$ cat src/sv/glyph_text_layout_macros.svh
// ----------------------------------------------------------------------------
// glyph_text_layout assertion macros
// Clocked assertion wrappers for the text layout block; empty under synthesis.
// ----------------------------------------------------------------------------
`ifndef GLYPH_TEXT_LAYOUT_MACROS_SVH
`define GLYPH_TEXT_LAYOUT_MACROS_SVH

`ifndef SYNTHESIS

// property checked on every rising clk edge outside reset
`define GTL_ASSERT(label, prop, msg) \
	label: assert property (@(posedge clk) disable iff (!arst_n) prop) else $error(msg);

// condition that must never be seen on a rising clk edge outside reset
`define GTL_ASSERT_NEVER(label, expr, msg) \
	label: assert property (@(posedge clk) disable iff (!arst_n) !(expr)) else $error(msg);

`else

`define GTL_ASSERT(label, prop, msg)
`define GTL_ASSERT_NEVER(label, expr, msg)

`endif

`endif

$ cat src/sv/gtl_pkg.sv
// ----------------------------------------------------------------------------
// gtl_pkg
// Shared widths, codes and types of the glyph text layout block.
// ----------------------------------------------------------------------------
`default_nettype none

package gtl_pkg;

	localparam int GLYPH_CODES_DEF = 256;

	localparam int CODE_W     = 16;
	localparam int ATLAS_W    = 12;
	localparam int DIM_W      = 10;
	localparam int ORIGIN_W   = 16;
	localparam int SCALE_W    = 16;
	localparam int TEXSZ_W    = 13;
	localparam int POS_W      = 32;
	localparam int SIZE_W     = 26;
	localparam int TC_W       = 17;
	localparam int COLOR_W    = 32;
	localparam int CFG_IDX_W  = 3;
	localparam int CFG_DATA_W = 32;
	localparam int SUBPX_W    = 8;
	localparam int PROD_W     = DIM_W + SCALE_W + 1;
	localparam int SUM_W      = POS_W + 2;
	localparam int FRAC_W     = 16;
	localparam int DIV_BITS   = 2;
	localparam int DIV_STEPS  = FRAC_W / DIV_BITS;

	localparam logic [CODE_W-1:0]  NEWLINE_CODE = 16'd10;
	localparam logic [TC_W-1:0]    TC_ONE       = 17'h10000;
	localparam logic [SCALE_W-1:0] SCALE_ONE    = 16'd256;

	// request actions
	localparam logic [1:0] ACT_CLEAR = 2'd0;
	localparam logic [1:0] ACT_LOAD  = 2'd1;
	localparam logic [1:0] ACT_START = 2'd2;
	localparam logic [1:0] ACT_CHAR  = 2'd3;

	// configuration register indexes
	localparam logic [CFG_IDX_W-1:0] CFG_LINE_HEIGHT = 3'd0;
	localparam logic [CFG_IDX_W-1:0] CFG_TEX_WIDTH   = 3'd1;
	localparam logic [CFG_IDX_W-1:0] CFG_TEX_HEIGHT  = 3'd2;
	localparam logic [CFG_IDX_W-1:0] CFG_DRAW_COLOR  = 3'd3;
	localparam logic [CFG_IDX_W-1:0] CFG_TEX_ENABLE  = 3'd4;

	// texture coordinate slots, also the divider job order
	localparam logic [1:0] DIV_TEX_U  = 2'd0;
	localparam logic [1:0] DIV_TEX_V  = 2'd1;
	localparam logic [1:0] DIV_SPAN_U = 2'd2;
	localparam logic [1:0] DIV_SPAN_V = 2'd3;

	typedef enum logic [2:0] {
		MUL_LH,
		MUL_GW,
		MUL_GH,
		MUL_OX,
		MUL_OY,
		MUL_ADV
	} gtl_mul_t;

	typedef enum logic [2:0] {
		ACC_NONE,
		ACC_NL,
		ACC_SX,
		ACC_SY,
		ACC_CX,
		ACC_CY,
		ACC_PX
	} gtl_acc_t;

	typedef struct packed {
		logic [1:0]                 action;
		logic [CODE_W-1:0]          code_point;
		logic [ATLAS_W-1:0]         atlas_x;
		logic [ATLAS_W-1:0]         atlas_y;
		logic [DIM_W-1:0]           glyph_width;
		logic [DIM_W-1:0]           glyph_height;
		logic signed [DIM_W-1:0]    offset_x;
		logic signed [DIM_W-1:0]    offset_y;
		logic [DIM_W-1:0]           advance;
		logic signed [ORIGIN_W-1:0] origin_x;
		logic signed [ORIGIN_W-1:0] origin_y;
		logic [SCALE_W-1:0]         scale;
	} gtl_item_t;

	typedef struct packed {
		logic                    valid;
		logic [ATLAS_W-1:0]      atlas_y;
		logic [ATLAS_W-1:0]      atlas_x;
		logic [DIM_W-1:0]        advance;
		logic signed [DIM_W-1:0] offset_y;
		logic signed [DIM_W-1:0] offset_x;
		logic [DIM_W-1:0]        glyph_height;
		logic [DIM_W-1:0]        glyph_width;
	} gtl_glyph_t;

	typedef struct packed {
		logic signed [POS_W-1:0] center_x;
		logic signed [POS_W-1:0] center_y;
		logic [SIZE_W-1:0]       size_x;
		logic [SIZE_W-1:0]       size_y;
		logic [TC_W-1:0]         tex_u;
		logic [TC_W-1:0]         tex_v;
		logic [TC_W-1:0]         tex_span_u;
		logic [TC_W-1:0]         tex_span_v;
		logic [COLOR_W-1:0]      sprite_color;
	} gtl_result_t;

	typedef struct packed {
		logic     capture;
		logic     clr_we;
		logic     load_we;
		logic     start_set;
		gtl_mul_t mul_sel;
		gtl_acc_t acc_op;
		logic     div_start;
		logic [1:0] div_sel;
	} gtl_cmd_t;

	typedef struct packed {
		logic [1:0] action;
		logic       tex_en;
		logic       newline;
		logic       hit;
		logic       clr_last;
		logic       div_done;
	} gtl_status_t;

	// clamp a widened sum to the signed 32-bit range
	function automatic logic signed [POS_W-1:0] sat32(input logic signed [SUM_W-1:0] v);
		if ((&v[SUM_W-1:POS_W-1]) || !(|v[SUM_W-1:POS_W-1]))
			return v[POS_W-1:0];
		else if (v[SUM_W-1])
			return {1'b1, {(POS_W-1){1'b0}}};
		else
			return {1'b0, {(POS_W-1){1'b1}}};
	endfunction

endpackage

`default_nettype wire

$ cat src/sv/gtl_ctrl.sv
// ----------------------------------------------------------------------------
// gtl_ctrl
// Sequencer: clear sweep, request decode, multiply steps and divider jobs.
// ----------------------------------------------------------------------------
`default_nettype none

module gtl_ctrl
	import gtl_pkg::*;
(
	input  logic        clk,
	input  logic        arst_n,
	input  logic        start,
	input  gtl_status_t status,
	output logic        busy,
	output logic        done,
	output gtl_cmd_t    cmd
);

	localparam logic [3:0] S_CLEAR    = 4'd0;
	localparam logic [3:0] S_IDLE     = 4'd1;
	localparam logic [3:0] S_DECODE   = 4'd2;
	localparam logic [3:0] S_NL_MUL   = 4'd3;
	localparam logic [3:0] S_NL_ADD   = 4'd4;
	localparam logic [3:0] S_G_GW     = 4'd5;
	localparam logic [3:0] S_G_GH     = 4'd6;
	localparam logic [3:0] S_G_OX     = 4'd7;
	localparam logic [3:0] S_G_OY     = 4'd8;
	localparam logic [3:0] S_G_ADV    = 4'd9;
	localparam logic [3:0] S_G_PEN    = 4'd10;
	localparam logic [3:0] S_DIV_GO   = 4'd11;
	localparam logic [3:0] S_DIV_WAIT = 4'd12;

	logic [3:0] state_q, state_d;
	logic [1:0] dsel_q;
	logic       done_q;
	logic       last_div;

	assign last_div = (state_q == S_DIV_WAIT) && status.div_done && (dsel_q == DIV_SPAN_V);

	always_comb begin
		state_d       = state_q;
		cmd.capture   = 1'b0;
		cmd.clr_we    = 1'b0;
		cmd.load_we   = 1'b0;
		cmd.start_set = 1'b0;
		cmd.mul_sel   = MUL_LH;
		cmd.acc_op    = ACC_NONE;
		cmd.div_start = 1'b0;
		cmd.div_sel   = dsel_q;
		unique case (state_q)
			S_CLEAR: begin
				cmd.clr_we = 1'b1;
				if (status.clr_last)
					state_d = S_IDLE;
			end
			S_IDLE: begin
				if (start) begin
					cmd.capture = 1'b1;
					state_d     = S_DECODE;
				end
			end
			S_DECODE: begin
				unique case (status.action)
					ACT_CLEAR: state_d = S_CLEAR;
					ACT_LOAD: begin
						cmd.load_we = 1'b1;
						state_d     = S_IDLE;
					end
					ACT_START: begin
						cmd.start_set = 1'b1;
						state_d       = S_IDLE;
					end
					ACT_CHAR: begin
						priority if (!status.tex_en)
							state_d = S_IDLE;
						else if (status.newline)
							state_d = S_NL_MUL;
						else if (status.hit)
							state_d = S_G_GW;
						else
							state_d = S_IDLE;
					end
				endcase
			end
			S_NL_MUL: begin
				cmd.mul_sel = MUL_LH;
				state_d     = S_NL_ADD;
			end
			S_NL_ADD: begin
				cmd.acc_op = ACC_NL;
				state_d    = S_IDLE;
			end
			S_G_GW: begin
				cmd.mul_sel = MUL_GW;
				state_d     = S_G_GH;
			end
			S_G_GH: begin
				cmd.mul_sel = MUL_GH;
				cmd.acc_op  = ACC_SX;
				state_d     = S_G_OX;
			end
			S_G_OX: begin
				cmd.mul_sel = MUL_OX;
				cmd.acc_op  = ACC_SY;
				state_d     = S_G_OY;
			end
			S_G_OY: begin
				cmd.mul_sel = MUL_OY;
				cmd.acc_op  = ACC_CX;
				state_d     = S_G_ADV;
			end
			S_G_ADV: begin
				cmd.mul_sel = MUL_ADV;
				cmd.acc_op  = ACC_CY;
				state_d     = S_G_PEN;
			end
			S_G_PEN: begin
				cmd.acc_op = ACC_PX;
				state_d    = S_DIV_GO;
			end
			S_DIV_GO: begin
				cmd.div_start = 1'b1;
				state_d       = S_DIV_WAIT;
			end
			S_DIV_WAIT: begin
				if (status.div_done)
					state_d = (dsel_q == DIV_SPAN_V) ? S_IDLE : S_DIV_GO;
			end
			default: state_d = S_IDLE;
		endcase
	end

	always_ff @(posedge clk or negedge arst_n) begin
		if (!arst_n) begin
			state_q <= S_CLEAR;
			dsel_q  <= DIV_TEX_U;
			done_q  <= 1'b0;
		end else begin
			state_q <= state_d;
			done_q  <= last_div;
			if (state_q == S_G_PEN)
				dsel_q <= DIV_TEX_U;
			else if ((state_q == S_DIV_WAIT) && status.div_done && !last_div)
				dsel_q <= dsel_q + 1'b1;
		end
	end

	assign busy = (state_q != S_IDLE);
	assign done = done_q;

endmodule

`default_nettype wire
$ cat config.mk
export PLATFORM = sky130hd
export DESIGN_NAME = gtl_ctrl
export DESIGN_NICKNAME = d
export VERILOG_FILES = /design/src/sv/glyph_text_layout_macros.svh /design/src/sv/gtl_pkg.sv /design/src/sv/gtl_ctrl.sv
export SDC_FILE = /design/constraint.sdc
export NUM_CORES = 1
export LEC_CHECK = 0
export BUFFER_PORTS_ARGS = -buffer_cell sky130_fd_sc_hd__buf_4
export CORE_MARGIN = 2
export CORE_UTILIZATION = 46
export DETAILED_ROUTE_END_ITERATION = 6
export PLACE_DENSITY = 0.88
export REMOVE_ABC_BUFFERS = 1
export SKIP_LAST_GASP = 1
export SLEW_MARGIN = 20
export SYNTH_ARGS = -nofsm -noshare
export SYNTH_HDL_FRONTEND = slang
export SYNTH_SLANG_ARGS = --single-unit
$ cat constraint.sdc
create_clock -name clk -period 2.1 [get_ports clk]
set_input_delay 0.42 -clock clk [delete_from_list [all_inputs] [get_ports clk]]
set_output_delay 0.42 -clock clk [all_outputs]
set_load 0.005 [all_outputs]
==> flow_metrics.tcl <==
set metrics [dict create \
    rsz0062_at_grt "no" \
    slew_viol_final 0 \
    cp_max_fo 16 \
    vias 675 \
    mostFrequentLayoutCells "buf_4, dfrtp_1, nand2_1, nor2_1, o21ai_1" \
    portBuffers 24 \
    finalSetupViolations 0 \
    avgSynthCellArea_sq_um 8.076 \
    hpwl_microns 1139 \
    layout_commonest_cell "buf_4" \
    power_density_mw_per_mm2 1232 \
    clkSlewWorstSetupHoldPaths_ns 0.05 \
    yosys_warnings 0 \
    place.gp.congestion 0.7922 \
    regArea_sq_um 175.2 \
    die_h_microns 40.77 \
    start_util_pct 48.39 \
    num-nets-final 115 \
    area_growth_pct 36.42 \
    drv_cap 0 \
    fp.coreArea_sq_mm 0.001285 \
    worstHoldPathType "primary input to flop" \
    wirelength_microns 1493 \
    reg2reg_depth 4 \
    min_period_ns 1.920 \
    grt_max_degree 21 \
    die-area_sq_mm 0.001662 \
    grt_pass1_vias 514 \
    finalHoldViolCount 0 \
    vias_per_cell 5.720 \
    clock.fmax_ghz 0.5209 \
    synth-seq-cells 7 \
    wl_per_cell_microns 12.65 \
    dr.pass1.iters 4 \
    critical_path_class "flop to output pin" \
    critPathMostFrequentCell "buf_4" \
    peakVddDrop_mv 0.6392 \
    numCtsBuffers 3 \
    instances_no_fill 118 \
    gr-total-overflow 0 \
    critPathSlowestCell "dfrtp_1" \
    antenna_found_initial 0 \
    insertedDiodeCount 0 \
    tightest_slew_ns 0.3747 \
    max_stage_delay_ns 0.39 \
    start_kind "flop" \
    clockBufferDepth 2 \
    insertion_delay_ns 0.26 \
    finalPower_w 0.001045 \
    placed_cells 113 \
    first_iter_violations 20 \
    slew_headroom_pct 74.95 \
    synth_area_sq_um 621.8 \
    grt_pass1_wl_microns 2173 \
    hold_depth 3 \
    path_cells "buf_4 > nand2b_1 > o21ai_0 > and2_1 > buf_4" \
    synth_top_flop_cell "dfrtp_1" \
    fin_util_pct 66.02 \
    fillers 103 \
    synth_edf_count 0 \
    clkSinkCount 7 \
    critPathCaptureType "output pin" \
    drive_above_1_share_pct 33.01 \
    synth_cells 77 \
    ioPinCount 25 \
    track_usage_pct 20.80 \
    die_w_microns 40.77 \
    cts_tree "done" \
    multiInputGateArea_sq_um 392.9 \
    htreeDepth 1 \
    synthArstFlopShare_pct 100.0 \
    yosysSeqAreaShare_pct 28.17 \
    synth_cell_types 38 \
    fin_setup_tns_ns 0 \
    status "finished clean" \
    worst_ep_required_time_ns 1.68 \
    drtAntennaViolNets 0 \
    rows 13 \
    drc 0 \
    skew_ns 0.009646 \
    root_buffer "clkbuf_4" \
    leakagePower_nw 0.3974 \
    finalCritPeriodShare_pct 91.42 \
    holdWs_ns 0.4771 \
    arrival_ns 1.50 \
]
[state kept, by name (all words and copies together) (netlist names)]
signal and count:
dsel_q 2, done 1, state_q 4
[layer usage]
layer | GRT usage (%) | vias to the layer above | wire length, microns
li1 | - | 335 | -
met1 | 24.00 | 300 | 615
met2 | 34.13 | 40 | 755
met3 | 8.696 | 0 | 123
met4 | 7.500 | 0 | 0
met5 | 0 | - | 0
[cells by family (layout without fill, tap and decap cells)]
group           after synthesis  after routing  synth area share [%]
compound gates               19             19                 20.32
flops                         7              7                 28.17
xor+xnor                      1              1                 1.409
fa+ha+maj                     1              1                 2.012
simple gates                 36             36                 35.21
buf+inv                      11             37                 9.657
mux                           2              2                 3.219
[power breakdown]
part | internal (W) | leakage, nW | switching (W) | total (W)
combinational | 0.000336 | 0.293 | 0.000347 | 0.000684
sequential | 0.000185 | 0.0899 | 0.0000540 | 0.000239
clock | 0.0000725 | 0.0150 | 0.0000500 | 0.000123
[cell usage after synthesis (2+ instances only)]
master	n	area (sq um)
nor2b_1	3	18.77
mux2i_1	2	20.02
and4_1	2	17.52
buf_6	2	22.52
o21ai_1	5	25.02
buf_2	3	15.01
nor3_1	2	10.01
inv_1	3	11.26
clkbuf_1	2	7.510
nor2_1	6	22.52
dfrtp_1	7	175.2
and2_1	3	18.77
nand2_1	6	22.52
nand2b_1	2	12.51
a21oi_1	4	20.02
and3_1	2	12.51
a221oi_1	2	17.52
[per-stage QoR]
stage                     area, sq um  worst slack (ns)
after floorplan                 576.8            0.3910
after global placement          805.8            0.3472
after detailed placement        805.8            0.2959
after CTS                       842.1          0.009594
after global routing            848.3           0.08532
final                           848.3            0.1801
[final cells by class]
class / instances / share of cell area, %
repair buffers: 29 / 25.96
multi-input cells: 59 / 46.31
flip-flops and latches: 7 / 20.65
inverters: 4 / 1.770
well taps: 15 / 2.212
clock buffers: 4 / 3.097
[repair_timing]
| item | in CTS | in global routing |
|---|---|---|
| hold buffers | 1 | 0 |
| endpoints found under the hold margin | 7 | 0 |
| setup endpoints to repair | 0 | 2 |
| setup buffers | 0 | 0 |
| resized for setup | 0 | 1 |
[path summary, 6_finish.rpt]
path | startpoint | endpoint | slack [ns]
max in group asynchronous | arst_n | state_q[3] | 1.46
worst max-delay path | state_q[2] | cmd[6] | 0.18
worst min register to register | dsel_q[0] | dsel_q[0] | 0.52
worst min-delay path | status[6] | state_q[2] | 0.48
min in group asynchronous | arst_n | done | 0.51
worst max register to register | dsel_q[0] | state_q[1] | 0.50
[critical path, delay by kind of cell, from the launching register on]
kind            cells  cell delay, ns
compound gates      1            0.19
buf+inv             2            0.29
flops               1            0.39
simple gates        2            0.38
(Power assumes the default switching activity.)
